<file path="config.mk">
export PLATFORM = sky130hd
export DESIGN_NAME = ps2_host_serial_port
export DESIGN_NICKNAME = d
export VERILOG_FILES = /design/src/rtl/core/ps2hsp_pkg.sv /design/src/rtl/core/ps2hsp_engine.sv /design/src/rtl/core/ps2_host_serial_port.sv
export VERILOG_INCLUDE_DIRS = /design/src /design/src/rtl/core
export SDC_FILE = /design/constraint.sdc
export NUM_CORES = 1
export LEC_CHECK = 0
export BUFFER_PORTS_ARGS = -buffer_cell sky130_fd_sc_hd__buf_2
export CAP_MARGIN = 25
export CORE_ASPECT_RATIO = 1.75
export CORE_MARGIN = 5
export CORE_UTILIZATION = 56
export CTS_BUF_LIST = sky130_fd_sc_hd__clkbuf_8 sky130_fd_sc_hd__clkbuf_16
export CTS_CLUSTER_DIAMETER = 60
export DETAILED_ROUTE_END_ITERATION = 12
export PLACE_DENSITY = 0.76
export SKIP_CTS_REPAIR_TIMING = 1
export SYNTH_ARGS = -nofsm -noshare
export SYNTH_HDL_FRONTEND = slang
export SYNTH_SLANG_ARGS = --single-unit
</file>
<file path="constraint.sdc">
create_clock -name clk_i -period 2.2 [get_ports clk_i]
set_clock_uncertainty 0.05 [all_clocks]
set_input_delay 0.11 -clock clk_i [delete_from_list [all_inputs] [get_ports clk_i]]
set_output_delay 0.11 -clock clk_i [all_outputs]
set_load 0.05 [all_outputs]
</file>
<file path="src/rtl/core/assert_macros.svh">
// ---------------------------------------------------------------------------
// Assertion macros
// Shared concurrent assertion forms, clocked on clk_i and disabled in reset.
// ---------------------------------------------------------------------------
`ifndef ASSERT_MACROS_SVH
`define ASSERT_MACROS_SVH

// The property must hold at every clock edge outside reset.
`define ASSERT_ALWAYS(label, prop) \
  label: assert property (@(posedge clk_i) disable iff (!rst_ni) (prop)) \
    else $error("assertion failed");

// When the antecedent holds, the consequent must hold in the next cycle.
`define ASSERT_NEXT(label, ante, cons) \
  label: assert property (@(posedge clk_i) disable iff (!rst_ni) (ante) |=> (cons)) \
    else $error("assertion failed");

`endif

</file>
<file path="src/rtl/core/ps2hsp_pkg.sv">
// ---------------------------------------------------------------------------
// PS/2 host serial port package
// Shared types and frame position constants.
// ---------------------------------------------------------------------------
package ps2hsp_pkg;

  typedef enum logic [1:0] {
    MODE_IDLE    = 2'd0,
    MODE_INHIBIT = 2'd1,
    MODE_RX      = 2'd2,
    MODE_TX      = 2'd3
  } mode_e;

  typedef enum logic [1:0] {
    CMD_RX_ENABLE = 2'd0,
    CMD_INHIBIT   = 2'd1,
    CMD_TX_REQ    = 2'd2,
    CMD_RELEASE   = 2'd3
  } cmd_e;

  localparam logic [3:0] PosStart      = 4'd0;
  localparam logic [3:0] PosLastData   = 4'd8;
  localparam logic [3:0] PosParityRx   = 4'd9;
  localparam logic [3:0] PosStop       = 4'd10;
  localparam logic [3:0] PosParityTx   = 4'd8;
  localparam logic [3:0] PosReleaseTx  = 4'd9;

  typedef struct packed {
    logic       req_type;
    logic       data_in;
    cmd_e       line_cmd;
    logic [7:0] tx_byte;
  } item_t;

  typedef struct packed {
    logic       data_out;
    logic       clock_out;
    logic       rx_done;
    logic [7:0] rx_byte;
    logic       rx_error_flag;
    logic       tx_done;
    logic       tx_error_flag;
    mode_e      line_mode;
  } result_t;

endpackage

</file>
<file path="src/rtl/core/ps2hsp_engine.sv">
// ---------------------------------------------------------------------------
// PS/2 host serial port engine
// Line state and frame registers with the per-transfer update logic.
// ---------------------------------------------------------------------------
module ps2hsp_engine (
  input  logic                clk_i,
  input  logic                rst_ni,
  input  logic                en_i,
  input  ps2hsp_pkg::item_t   item_i,
  output ps2hsp_pkg::result_t res_o
);
  import ps2hsp_pkg::*;

  mode_e      mode_q, mode_d;
  logic [3:0] idx_q, idx_d;
  logic [7:0] shift_q, shift_d;
  logic       par_q, par_d;
  logic       rx_fault_q, rx_fault_d;
  logic       tx_fault_q, tx_fault_d;
  logic       data_drv_q, data_drv_d;
  logic       clk_drv_q, clk_drv_d;
  logic       rx_done, tx_done;

  always_comb begin
    mode_d = mode_q;
    if (item_i.req_type) begin
      unique case (item_i.line_cmd)
        CMD_RX_ENABLE: mode_d = MODE_RX;
        CMD_INHIBIT:   mode_d = MODE_INHIBIT;
        CMD_TX_REQ:    mode_d = MODE_TX;
        CMD_RELEASE:   mode_d = MODE_IDLE;
      endcase
    end else if (mode_q == MODE_TX && idx_q == PosStop) begin
      mode_d = MODE_RX;
    end
  end

  always_comb begin
    idx_d      = idx_q;
    shift_d    = shift_q;
    par_d      = par_q;
    rx_fault_d = rx_fault_q;
    tx_fault_d = tx_fault_q;
    data_drv_d = data_drv_q;
    clk_drv_d  = clk_drv_q;
    rx_done    = 1'b0;
    tx_done    = 1'b0;
    if (item_i.req_type) begin
      unique case (item_i.line_cmd)
        CMD_RX_ENABLE: begin
          data_drv_d = 1'b1;
          clk_drv_d  = 1'b1;
          idx_d      = PosStart;
        end
        CMD_INHIBIT: begin
          data_drv_d = 1'b1;
          clk_drv_d  = 1'b0;
        end
        CMD_TX_REQ: begin
          data_drv_d = 1'b0;
          clk_drv_d  = 1'b1;
          idx_d      = PosStart;
          par_d      = 1'b0;
          shift_d    = item_i.tx_byte;
        end
        CMD_RELEASE: begin
          data_drv_d = 1'b1;
          clk_drv_d  = 1'b1;
        end
      endcase
    end else if (mode_q == MODE_RX) begin
      if (idx_q == PosStart) begin
        if (!item_i.data_in) begin
          rx_fault_d = 1'b0;
          par_d      = 1'b0;
          idx_d      = idx_q + 4'd1;
        end
      end else if (idx_q <= PosLastData) begin
        shift_d = {item_i.data_in, shift_q[7:1]};
        par_d   = par_q ^ item_i.data_in;
        idx_d   = idx_q + 4'd1;
      end else if (idx_q == PosParityRx) begin
        if (!(par_q ^ item_i.data_in)) begin
          rx_fault_d = 1'b1;
        end
        idx_d = PosStop;
      end else if (idx_q == PosStop) begin
        if (!item_i.data_in) begin
          rx_fault_d = 1'b1;
        end
        idx_d   = PosStart;
        rx_done = 1'b1;
      end else begin
        idx_d = PosStart;
      end
    end else if (mode_q == MODE_TX) begin
      if (idx_q < PosParityTx) begin
        data_drv_d = shift_q[0];
        par_d      = par_q ^ shift_q[0];
        shift_d    = {1'b0, shift_q[7:1]};
        idx_d      = idx_q + 4'd1;
      end else if (idx_q == PosParityTx) begin
        data_drv_d = ~par_q;
        idx_d      = PosReleaseTx;
      end else if (idx_q == PosReleaseTx) begin
        data_drv_d = 1'b1;
        idx_d      = PosStop;
      end else if (idx_q == PosStop) begin
        tx_fault_d = item_i.data_in;
        idx_d      = PosStart;
        tx_done    = 1'b1;
      end else begin
        idx_d = PosStart;
      end
    end
  end

  always_ff @(posedge clk_i or negedge rst_ni) begin
    if (!rst_ni) begin
      mode_q     <= MODE_IDLE;
      idx_q      <= PosStart;
      shift_q    <= 8'd0;
      par_q      <= 1'b0;
      rx_fault_q <= 1'b0;
      tx_fault_q <= 1'b0;
      data_drv_q <= 1'b1;
      clk_drv_q  <= 1'b1;
    end else if (en_i) begin
      mode_q     <= mode_d;
      idx_q      <= idx_d;
      shift_q    <= shift_d;
      par_q      <= par_d;
      rx_fault_q <= rx_fault_d;
      tx_fault_q <= tx_fault_d;
      data_drv_q <= data_drv_d;
      clk_drv_q  <= clk_drv_d;
    end
  end

  assign res_o = '{
    data_out:      data_drv_d,
    clock_out:     clk_drv_d,
    rx_done:       rx_done,
    rx_byte:       shift_d,
    rx_error_flag: rx_fault_d,
    tx_done:       tx_done,
    tx_error_flag: tx_fault_d,
    line_mode:     mode_d
  };

endmodule

</file>
<file path="src/rtl/core/ps2_host_serial_port.sv">
// A transfer accepted into the input stage passes through the engine into the result register.
// Throughput: one transfer per cycle while the output is not stalled; the line state update
// is a single pass through the engine logic between the input and result registers.
// Reset: asynchronous, active low; idle mode, both lines released, frame
// registers and error flags cleared, both pipeline stages empty.
// ---------------------------------------------------------------------------
// PS/2 host serial port
// Host side of one PS/2 link with an input stage and a result register.
// ---------------------------------------------------------------------------
`include "assert_macros.svh"

module ps2_host_serial_port (
  input  logic       clk_i,
  input  logic       rst_ni,
  input  logic       in_valid_i,
  output logic       in_stall_o,
  input  logic       req_type_i,
  input  logic       data_in_i,
  input  logic [1:0] line_cmd_i,
  input  logic [7:0] tx_byte_i,
  output logic       out_valid_o,
  input  logic       out_stall_i,
  output logic       data_out_o,
  output logic       clock_out_o,
  output logic       rx_done_o,
  output logic [7:0] rx_byte_o,
  output logic       rx_error_flag_o,
  output logic       tx_done_o,
  output logic       tx_error_flag_o,
  output logic [1:0] line_mode_o
);
  import ps2hsp_pkg::*;

  logic    s1_valid_q;
  item_t   s1_item_q;
  logic    out_valid_q;
  result_t res_q;
  result_t res_d;
  logic    in_accept;
  logic    advance;

  assign advance    = s1_valid_q && !(out_valid_q && out_stall_i);
  assign in_stall_o = s1_valid_q && out_valid_q && out_stall_i;
  assign in_accept  = in_valid_i && !in_stall_o;

  always_ff @(posedge clk_i or negedge rst_ni) begin
    if (!rst_ni) begin
      s1_valid_q <= 1'b0;
    end else if (in_accept) begin
      s1_valid_q <= 1'b1;
    end else if (advance) begin
      s1_valid_q <= 1'b0;
    end
  end

  always_ff @(posedge clk_i) begin
    if (in_accept) begin
      s1_item_q <= '{
        req_type: req_type_i,
        data_in:  data_in_i,
        line_cmd: cmd_e'(line_cmd_i),
        tx_byte:  tx_byte_i
      };
    end
  end

  ps2hsp_engine u_engine (
    .clk_i  (clk_i),
    .rst_ni (rst_ni),
    .en_i   (advance),
    .item_i (s1_item_q),
    .res_o  (res_d)
  );

  always_ff @(posedge clk_i or negedge rst_ni) begin
    if (!rst_ni) begin
      out_valid_q <= 1'b0;
    end else if (advance) begin
      out_valid_q <= 1'b1;
    end else if (!out_stall_i) begin
      out_valid_q <= 1'b0;
    end
  end

  always_ff @(posedge clk_i) begin
    if (advance) begin
      res_q <= res_d;
    end
  end

  assign out_valid_o     = out_valid_q;
  assign data_out_o      = res_q.data_out;
  assign clock_out_o     = res_q.clock_out;
  assign rx_done_o       = res_q.rx_done;
  assign rx_byte_o       = res_q.rx_byte;
  assign rx_error_flag_o = res_q.rx_error_flag;
  assign tx_done_o       = res_q.tx_done;
  assign tx_error_flag_o = res_q.tx_error_flag;
  assign line_mode_o     = res_q.line_mode;

  `ASSERT_ALWAYS(a_done_exclusive, !(out_valid_o && rx_done_o && tx_done_o))
  `ASSERT_ALWAYS(a_tx_done_to_rx, !(out_valid_o && tx_done_o) || (line_mode_o == MODE_RX))
  `ASSERT_ALWAYS(a_stall_needs_item, !in_stall_o || (s1_valid_q && out_valid_q))
  `ASSERT_NEXT(a_advance_fills_out, advance, out_valid_o)

endmodule
</file>
==> results list, run 1 <==
- Status: completed
* CTS tree: built
- In the finished design, the share of the clock period the worst path needs comes to 0.942.
- Counting flops and latches in the post-synthesis netlist gives 49.
- Worst hold-check path type: in2reg
- Summed over all layers, the global routing overflow is 0.
* Largest driver fanout on the critical path: 7
- Clk_lat worst skew: 0.30 ns
- Based on the critical path, the design can be clocked at up to just under 0.5 GHz.
- At the end of the flow the core is filled with cells to 0.689.
* Routed via count divided by cell count: 5.79
- The most used flip-flop cell after synthesis is sky130_fd_sc_hd__edfxtp_1.
* Startpoint class of the critical path: register
- The hold violation total from the final report came to 0.
- Headroom to the max-slew limit came out at 0.655.
- The number of antenna diodes in the final layout is 0.
- Final setup vio count: 0
- Pin placement for this block handled 34 I/O pins.
- Portion of netlist area occupied by mux cells: 0.0182
- For this run, design rule violations remaining after detail routing come to 0.
* Fin crit period: slightly above 2 ns
* Seq/Total Area, Yosys: 0.570
- Setup repair after global routing missed its margin: false
- The number of global-route vias before repair came to 1,772.
- Critical-path top delay cell: sky130_fd_sc_hd__dfrtp_2
- Of the total synthesized cell area, the portion taken by full adders, half adders and majority gates is 0.0417.
* Simple-gate share of the synthesized area: 0.172
- Max VDD drop: 866 uV
- For this block, the initial DRC count from the detailed router was 75.
- Nets: 290
* Mapped cell area: about 2400 sq um
* Detailed Route WL: 5.18 mm
* Number of maximum-capacitance constraint violations: 0
* Post-synth EDFFs: 28
* CTS max path bufs: 2
- Area delta synth->final: 19.1%
- Dominant cells by area after synthesis: sky130_fd_sc_hd__edfxtp_1, sky130_fd_sc_hd__dfrtp_1, sky130_fd_sc_hd__nand2_1
* Share of final-layout standard cells stronger than drive strength 1: 0.232
- CP endpoint kind: register
- Final number of max-transition violations: 0
* Count of unique library cells instantiated by Yosys: 47
- Global-route wire length before repair: 8.15 mm
* Die Span Y: 96.6 um
* Row count: 31
- Averaged over all synthesized cells, the footprint is 11.2 sq um.
- Entering global routing, the biggest net connects 22 pins.
* Antenna violation net count after detailed routing: 0
- After detailed routing, the average wire length per cell comes to between 15 and 20 um.
- After synthesis, the largest family of logic cells by area is simple AND/OR/NAND/NOR gates.
* Synthesized instance count: 214
* Worst endpoint required time: 2.21 ns
- Of the post-synthesis cell area, the dominant cell type holds 0.350.
- The first detailed-routing pass took 4 iterations.
- On the worst path, the slowest cell contributes a delay of 0.45 ns.
- Vias after detailed routing: 1,830
- The HPWL after detailed placement is 3.49 mm.
* Worst Hold Depth: 3
- When the netlist entered floorplanning its net count stood at around 240.
* Worst Path Arrival: 2.08 ns
* Count of buffers from port buffering: 33
- In this run the horizontal extent of the chip is 59.5 um.
* Cell-by-cell listing of the critical path: inv_1, ha_2, nor3b_2, xnor2_1, and2_1, buf_4, a22oi_1, nand2_1
* Number of antenna violations at the first check in global routing: 0
- The congestion estimate from routability-driven global placement came to 0.833.
- At the pin with the least slew margin, the transition time is 0.517 ns.
- Final sum of negative setup slack: 0 ns
- Top cell type by total area after synthesis: sky130_fd_sc_hd__edfxtp_1
* Yosys Warn Count: 0
- The critical path is of the reg2reg type.
- Clock tree synthesis found a total of 49 sinks.
- Xor/xnor cell area share of the yosys netlist: 0.00730
* Total power of the final layout: 0.00294 W
- After synthesis, the share of flip-flops with an asynchronous set or reset is 0.429.
* Share of the synthesized area in compound gates (AO/OA/AOI/OAI): 0.148
- Core area: 4150 sq um
- Leakage power figure: 1.22 nW
- The clock tree synthesis step divided the H-tree into 2 levels.
* Power density over cell area: about 1000 nW/um^2
* Reg clk slew, reported paths: 0.09 ns
- Root buffer cell: sky130_fd_sc_hd__clkbuf_8
- Number of clock buffers inserted by TritonCTS: 5
- Initial Utilization: 0.578
- Number of cells on the worst reg-to-reg path: 8
* All-layer global routing usage: 0.184
- Total die area: 5750 sq um
state kept, by name (all words and copies together), names as in the netlist, 2 cells and up:
signal and cells:
line_mode_o 2, s1_item_q 12, u_engine.mode_q 2, u_engine.idx_q 4
rx_byte_o 8, u_engine.shift_q 8
power breakdown:
| group | switching [W] | total [W] | internal (W) |
|---|---|---|---|
| Sequential | 0.000200 | 0.00140 | 0.00120 |
| Clock | 0.000302 | 0.000522 | 0.000220 |
| Combinational | 0.000604 | 0.00102 | 0.000415 |
| Total | 0.00111 | 0.00294 | 0.00183 |
final cells by class:
class	count	area [sq um]
multi-input combinational	146	937
clock inverter	3	18.8
sequential	49	1370
fill	306	1290
tap	49	61.3
clock buffer	5	68.8
timing repair buffer	56	373
inverter	8	30.0
cells in the mapped netlist (3+ instances only):
cell type / n
sky130_fd_sc_hd__nor3_1: 6
sky130_fd_sc_hd__nor2b_1: 3
sky130_fd_sc_hd__a221o_1: 8
sky130_fd_sc_hd__nor2_1: 17
sky130_fd_sc_hd__edfxtp_1: 28
sky130_fd_sc_hd__a22oi_1: 8
sky130_fd_sc_hd__o21ai_1: 3
sky130_fd_sc_hd__a21oi_1: 6
sky130_fd_sc_hd__clkbuf_1: 3
sky130_fd_sc_hd__dfrtp_1: 19
sky130_fd_sc_hd__ha_1: 8
sky130_fd_sc_hd__nand3_1: 5
sky130_fd_sc_hd__o31ai_1: 3
sky130_fd_sc_hd__a31oi_1: 3
sky130_fd_sc_hd__mux2_2: 3
sky130_fd_sc_hd__o21ai_0: 7
sky130_fd_sc_hd__nand2_1: 34
sky130_fd_sc_hd__nand2b_1: 6
sky130_fd_sc_hd__buf_2: 3
sky130_fd_sc_hd__inv_1: 8
stage by stage:
stage	std cells	worst slack (ns)	hold slack, ns	cell area (sq um)
finish	316	0.127	0.0281	2860
global route	316	0.00977	0.0409	2860
global placement	294	0.226	0.0583	2620
detailed placement	294	0.140	0.0636	2620
floorplan	214	0.319	-0.236	2400
CTS	302	0.112	-0.270	2710
logic make-up after synthesis:
kind of cell / count (synthesis)
AO/OA/AOI/OAI: 48
XOR/XNOR: 2
adder cells (fa/ha/maj): 8
buffers and inverters: 19
flip-flops: 49
multiplexers: 4
AND/OR/NAND/NOR: 84
per-layer routing:
layer	up-vias	wire, um	GRT usage
met5	-	0	0
met4	0	121	0.0855
met3	11	168	0.0413
met2	42	2970	0.314
met1	895	1920	0.209
li1	882	-	-
placed cells by master (no fill, tap or decap), drive strengths merged, types with 5 or more instances in the layout:
cell type,synthesis,final
nor2,17,17
a221o,8,8
clkbuf,4,5
a21oi,6,6
nand3,5,5
nor3,6,6
edfxtp,28,28
o21ai,11,11
nand2,34,34
dfrtp,19,19
a22oi,8,8
inv,8,9
buf,7,42
nand2b,6,6
ha,8,8
dlygate4sd3,0,14
worst paths after layout:
kind | startpoint | to | slack (ns)
worst max-delay path | u_engine.idx_q[0]$_DFFE_PN0P_ | rx_byte_o[1]$_DFFE_PP_ | 0.13
worst min-delay path | out_stall_i | out_valid_o$_DFFE_PN0P_ | 0.03
worst max register to register | u_engine.idx_q[0]$_DFFE_PN0P_ | rx_byte_o[1]$_DFFE_PP_ | 0.13
worst min register to register | u_engine.tx_fault_q$_DFFE_PN0P_ | u_engine.tx_fault_q$_DFFE_PN0P_ | 0.46
max in group asynchronous | rst_ni | u_engine.clk_drv_q$_DFFE_PN1P_ | 1.49
min in group asynchronous | rst_ni | u_engine.idx_q[2]$_DFFE_PN0P_ | 0.25
worst max-delay path, delay by kind of cell, from the launching register on:
kind | cells | cell delay, ns
buffers and inverters | 2 | 0.27
and+or+nand+nor | 3 | 0.52
AOI/OAI and AO/OA | 1 | 0.21
xor gates and xnor gates | 1 | 0.13
DFF | 1 | 0.45
adders and majority gates | 1 | 0.21
(Power assumes the default switching activity.)
==> inputs of run 2 (changes only) <==
--- a/config.mk
+++ b/config.mk
@@ -8,7 +8,6 @@
 export LEC_CHECK = 0
 export BUFFER_PORTS_ARGS = -buffer_cell sky130_fd_sc_hd__buf_2
 export CAP_MARGIN = 25
-export CORE_ASPECT_RATIO = 1.75
 export CORE_MARGIN = 5
 export CORE_UTILIZATION = 56
 export CTS_BUF_LIST = sky130_fd_sc_hd__clkbuf_8 sky130_fd_sc_hd__clkbuf_16
==> results list, run 2 (synthesis results as in run 1) <==
- The largest net degree at the start of global routing came to 22 (unchanged).
* Placed cells: 296 (was 294)
- The type of the worst setup path is reg2reg (unchanged).
- The category of cells accounting for the largest share of critical-path delay is simple AND/OR/NAND/NOR gates (unchanged).
- Switching power as a share of total power: 0.359 (was 0.377)
- Die Span Y: 75.5 um (was 96.6 um)
- The number of I/O pins came to 34 (unchanged).
- Top layer reached by signal wires: met4 (unchanged)
- Flip-flop count of the largest register, all copies and words added: 12 (unchanged)
- The register ranked first by flip-flop count was s1_item_q (unchanged).
- Worst hold-check path type: in2reg (unchanged)
- The met1 layer wirelength in the final routing was 2.24 mm (was 1.92 mm).
- The wire length of the first global-routing pass is 7.70 mm (was 8.15 mm).
- The sequential fraction of design power is 0.450 (was 0.475).
- Buffers and inverters on the worst path: 1 (was 2)
- The minimum period implied by the final worst setup slack is 2.08 ns (was 2.07 ns).
* Detailed Route WL: 4.99 mm (was 5.18 mm)
- Count of buffers from port buffering: 33 (unchanged)
* Number of antenna violations at the first check in global routing: 0 (unchanged)
- Leakage power figure: 1.24 nW (was 1.22 nW)
- The post-route cell area was 2890 sq um (was 2860 sq um).
* Total length of routed met3 wires: 303 um (was 168 um)
* Routed via count divided by cell count: 5.66 (was 5.79)
* Antenna violation net count after detailed routing: 0 (unchanged)
- Worst Path Arrival: 2.22 ns (was 2.08 ns)
- The average wire per standard cell was 15.7 um (was 16.4 um).
* Reg clk slew, reported paths: 0.09 ns (about the same)
- The starting density of the core was 0.587 (was 0.578).
* Net switching power figure: 0.00110 W (was 0.00111 W)
- The smallest setup slack after layout was 0.125 ns (was 0.127 ns).
- Worst endpoint required time: 2.34 ns (was 2.21 ns)
* Length of the first detailed-routing pass in iterations: 4 (unchanged)
* Share of final-layout standard cells stronger than drive strength 1: 0.231 (was 0.232)
- Internal power: 0.00196 W (was 0.00183 W)
* Relative max-transition margin: 0.648 (was 0.655)
- The final cell count without fillers is 318 (was 316).
* Clk_lat worst skew: 0.31 ns (was 0.30 ns)
* Routability cong.: 0.867 (was 0.833)
- The cell depth of the worst flop-to-flop path is 7 (was 8).
* Part of the power in the clock network: 0.210 (was 0.178)
* Number of maximum-capacitance constraint violations: 0 (unchanged)
- All-layer global routing usage: 0.182 (was 0.184)
- Critical-path top delay cell: sky130_fd_sc_hd__nor2b_1 (was sky130_fd_sc_hd__dfrtp_2)
- The CTS tree is built (unchanged).
- Maximum level of the CTS H-tree: 2 (unchanged)
- The total setup violations reported at the end of the flow is 0 (unchanged).
- The number of violations reported at the end of detailed-routing iteration 0 came to 160 (was 75).
* Cell-by-cell listing of the critical path: inv_1, ha_1, nor2b_1, a221oi_1, nor3_1, nor2_1, o32a_1 (was inv_1, ha_2, nor3b_2, xnor2_1, and2_1, buf_4, a22oi_1, nand2_1)
* Length of routed met2 wiring: 2.38 mm (was 2.97 mm)
- Worst-case setup slack after placement: 0.0299 ns (was 0.140 ns)
* Period Utilization, post-route: 0.943 (was 0.942)
* Combinational power share: 0.340 (was 0.347)
* Via count of the first global-routing pass: 1,613 (was 1,772)
* Levels on crit path: 7 (was 8)
- Overflow left after global routing: 0 (unchanged)
- CP max stage delay: 0.45 ns (about the same)
- Total die area: 5690 sq um (was 5750 sq um)
- The final net count was 291 (was 290).
- Post-Route Hold Slack: 0.00827 ns (was 0.0281 ns)
- The placement row count was 23 (was 31).
- The die extent in x is 75.5 um (was 59.5 um).
* DR DRC count: 0 (unchanged)
- Most frequent cells in the layout: sky130_fd_sc_hd__nand2_1, sky130_fd_sc_hd__buf_2, sky130_fd_sc_hd__edfxtp_1 (unchanged)
* Final Hold Fails: 0 (unchanged)
* Post-DP HPWL: 3.40 mm (was 3.49 mm)
- Most common cell after layout, fill and taps aside: sky130_fd_sc_hd__nand2_1 (unchanged)
* Final sum of negative setup slack: 0 ns (unchanged)
- The endpoint kind of the worst setup timing path was a register (unchanged).
- The number of max-slew violations in the final report came to 0 (unchanged).
- The number of antenna diodes is 0 (unchanged).
- The clock sink total was 49 (unchanged).
* CTS max path bufs: 2 (unchanged)
- Vias after detailed routing: 1,801 (was 1,830)
- The startpoint type of the worst setup path is a register (unchanged).
- The maximum clock rate is 0.482 GHz (was 0.483 GHz).
* Power density over cell area: 1060 nW/um^2 (was 1030 nW/um^2)
* Number of clock buffers inserted by TritonCTS: 5 (unchanged)
* Worst Hold Depth: 3 (unchanged)
* Max VDD drop: 595 uV (was 866 uV)
* Status: completed (unchanged)
- Core area: 4090 sq um (was 4150 sq um)
- Area delta synth->final: 20.5% (was 19.1%)
- The transition at the pin with the smallest max-transition slack came to 0.528 ns (was 0.517 ns).
- Largest driver fanout on the critical path: 7 (unchanged)
- Area after detailed placement: 2630 sq um (was 2620 sq um)
- The root buffer cell is sky130_fd_sc_hd__clkbuf_8 (unchanged).
## run 2: power groups by stage
stage | Combinational [W] | Clock, W | Sequential, W
floorplan | 0.000610 | 0 | 0.00151
global placement | 0.000984 | 0 | 0.00138
detailed placement | 0.00100 | 0 | 0.00139
CTS | 0.00100 | 0.000654 | 0.00137
global route | 0.00114 | 0.000694 | 0.00141
finish | 0.00104 | 0.000645 | 0.00138
## run 2: path summary, 6_finish.rpt
check | from | endpoint | slack, ns
min | out_stall_i | out_valid_o$_DFFE_PN0P_ | 0.008
min reg2reg | u_engine.tx_fault_q$_DFFE_PN0P_ | u_engine.tx_fault_q$_DFFE_PN0P_ | 0.45
max in group asynchronous | rst_ni | u_engine.data_drv_q$_DFFE_PN1P_ | 1.49
max reg2reg | u_engine.idx_q[0]$_DFFE_PN0P_ | u_engine.par_q$_DFFE_PN0P_ | 0.12
min in group asynchronous | rst_ni | u_engine.shift_q[7]$_DFFE_PN0P_ | 0.24
max | u_engine.idx_q[0]$_DFFE_PN0P_ | u_engine.par_q$_DFFE_PN0P_ | 0.12
## run 2: worst reg2reg max path, delay by kind of cell (launching register included)
| family | cells | cell delay, ns |
|---|---|---|
| AO/OA/AOI/OAI | 2 | 0.46 |
| adder cells (fa/ha/maj) | 1 | 0.21 |
| buffers and inverters | 1 | 0.10 |
| flip-flops | 1 | 0.44 |
| AND/OR/NAND/NOR | 3 | 0.69 |
## run 2: cell type report
type	instances	area, sq um
Sequential cell	49	1370
Tap cell	50	62.6
Inverter	8	30.0
Multi-Input combinational cell	146	937
Clock inverter	3	43.8
Timing Repair Buffer	57	380
Clock buffer	5	68.8
Fill cell	291	1190
## run 2: routing by layer
metal | track usage | vias to the layer above
met5 | 0 | -
met4 | 0.0583 | 0
met3 | 0.0449 | 6
met2 | 0.274 | 59
met1 | 0.261 | 854
li1 | - | 882
## run 2: through the flow
stage / power, W / util
floorplan: 0.00212 / -
global placement: 0.00237 / 0.643
detailed placement: 0.00239 / 0.643
CTS: 0.00303 / 0.671
global route: 0.00324 / 0.708
finish: 0.00307 / 0.708
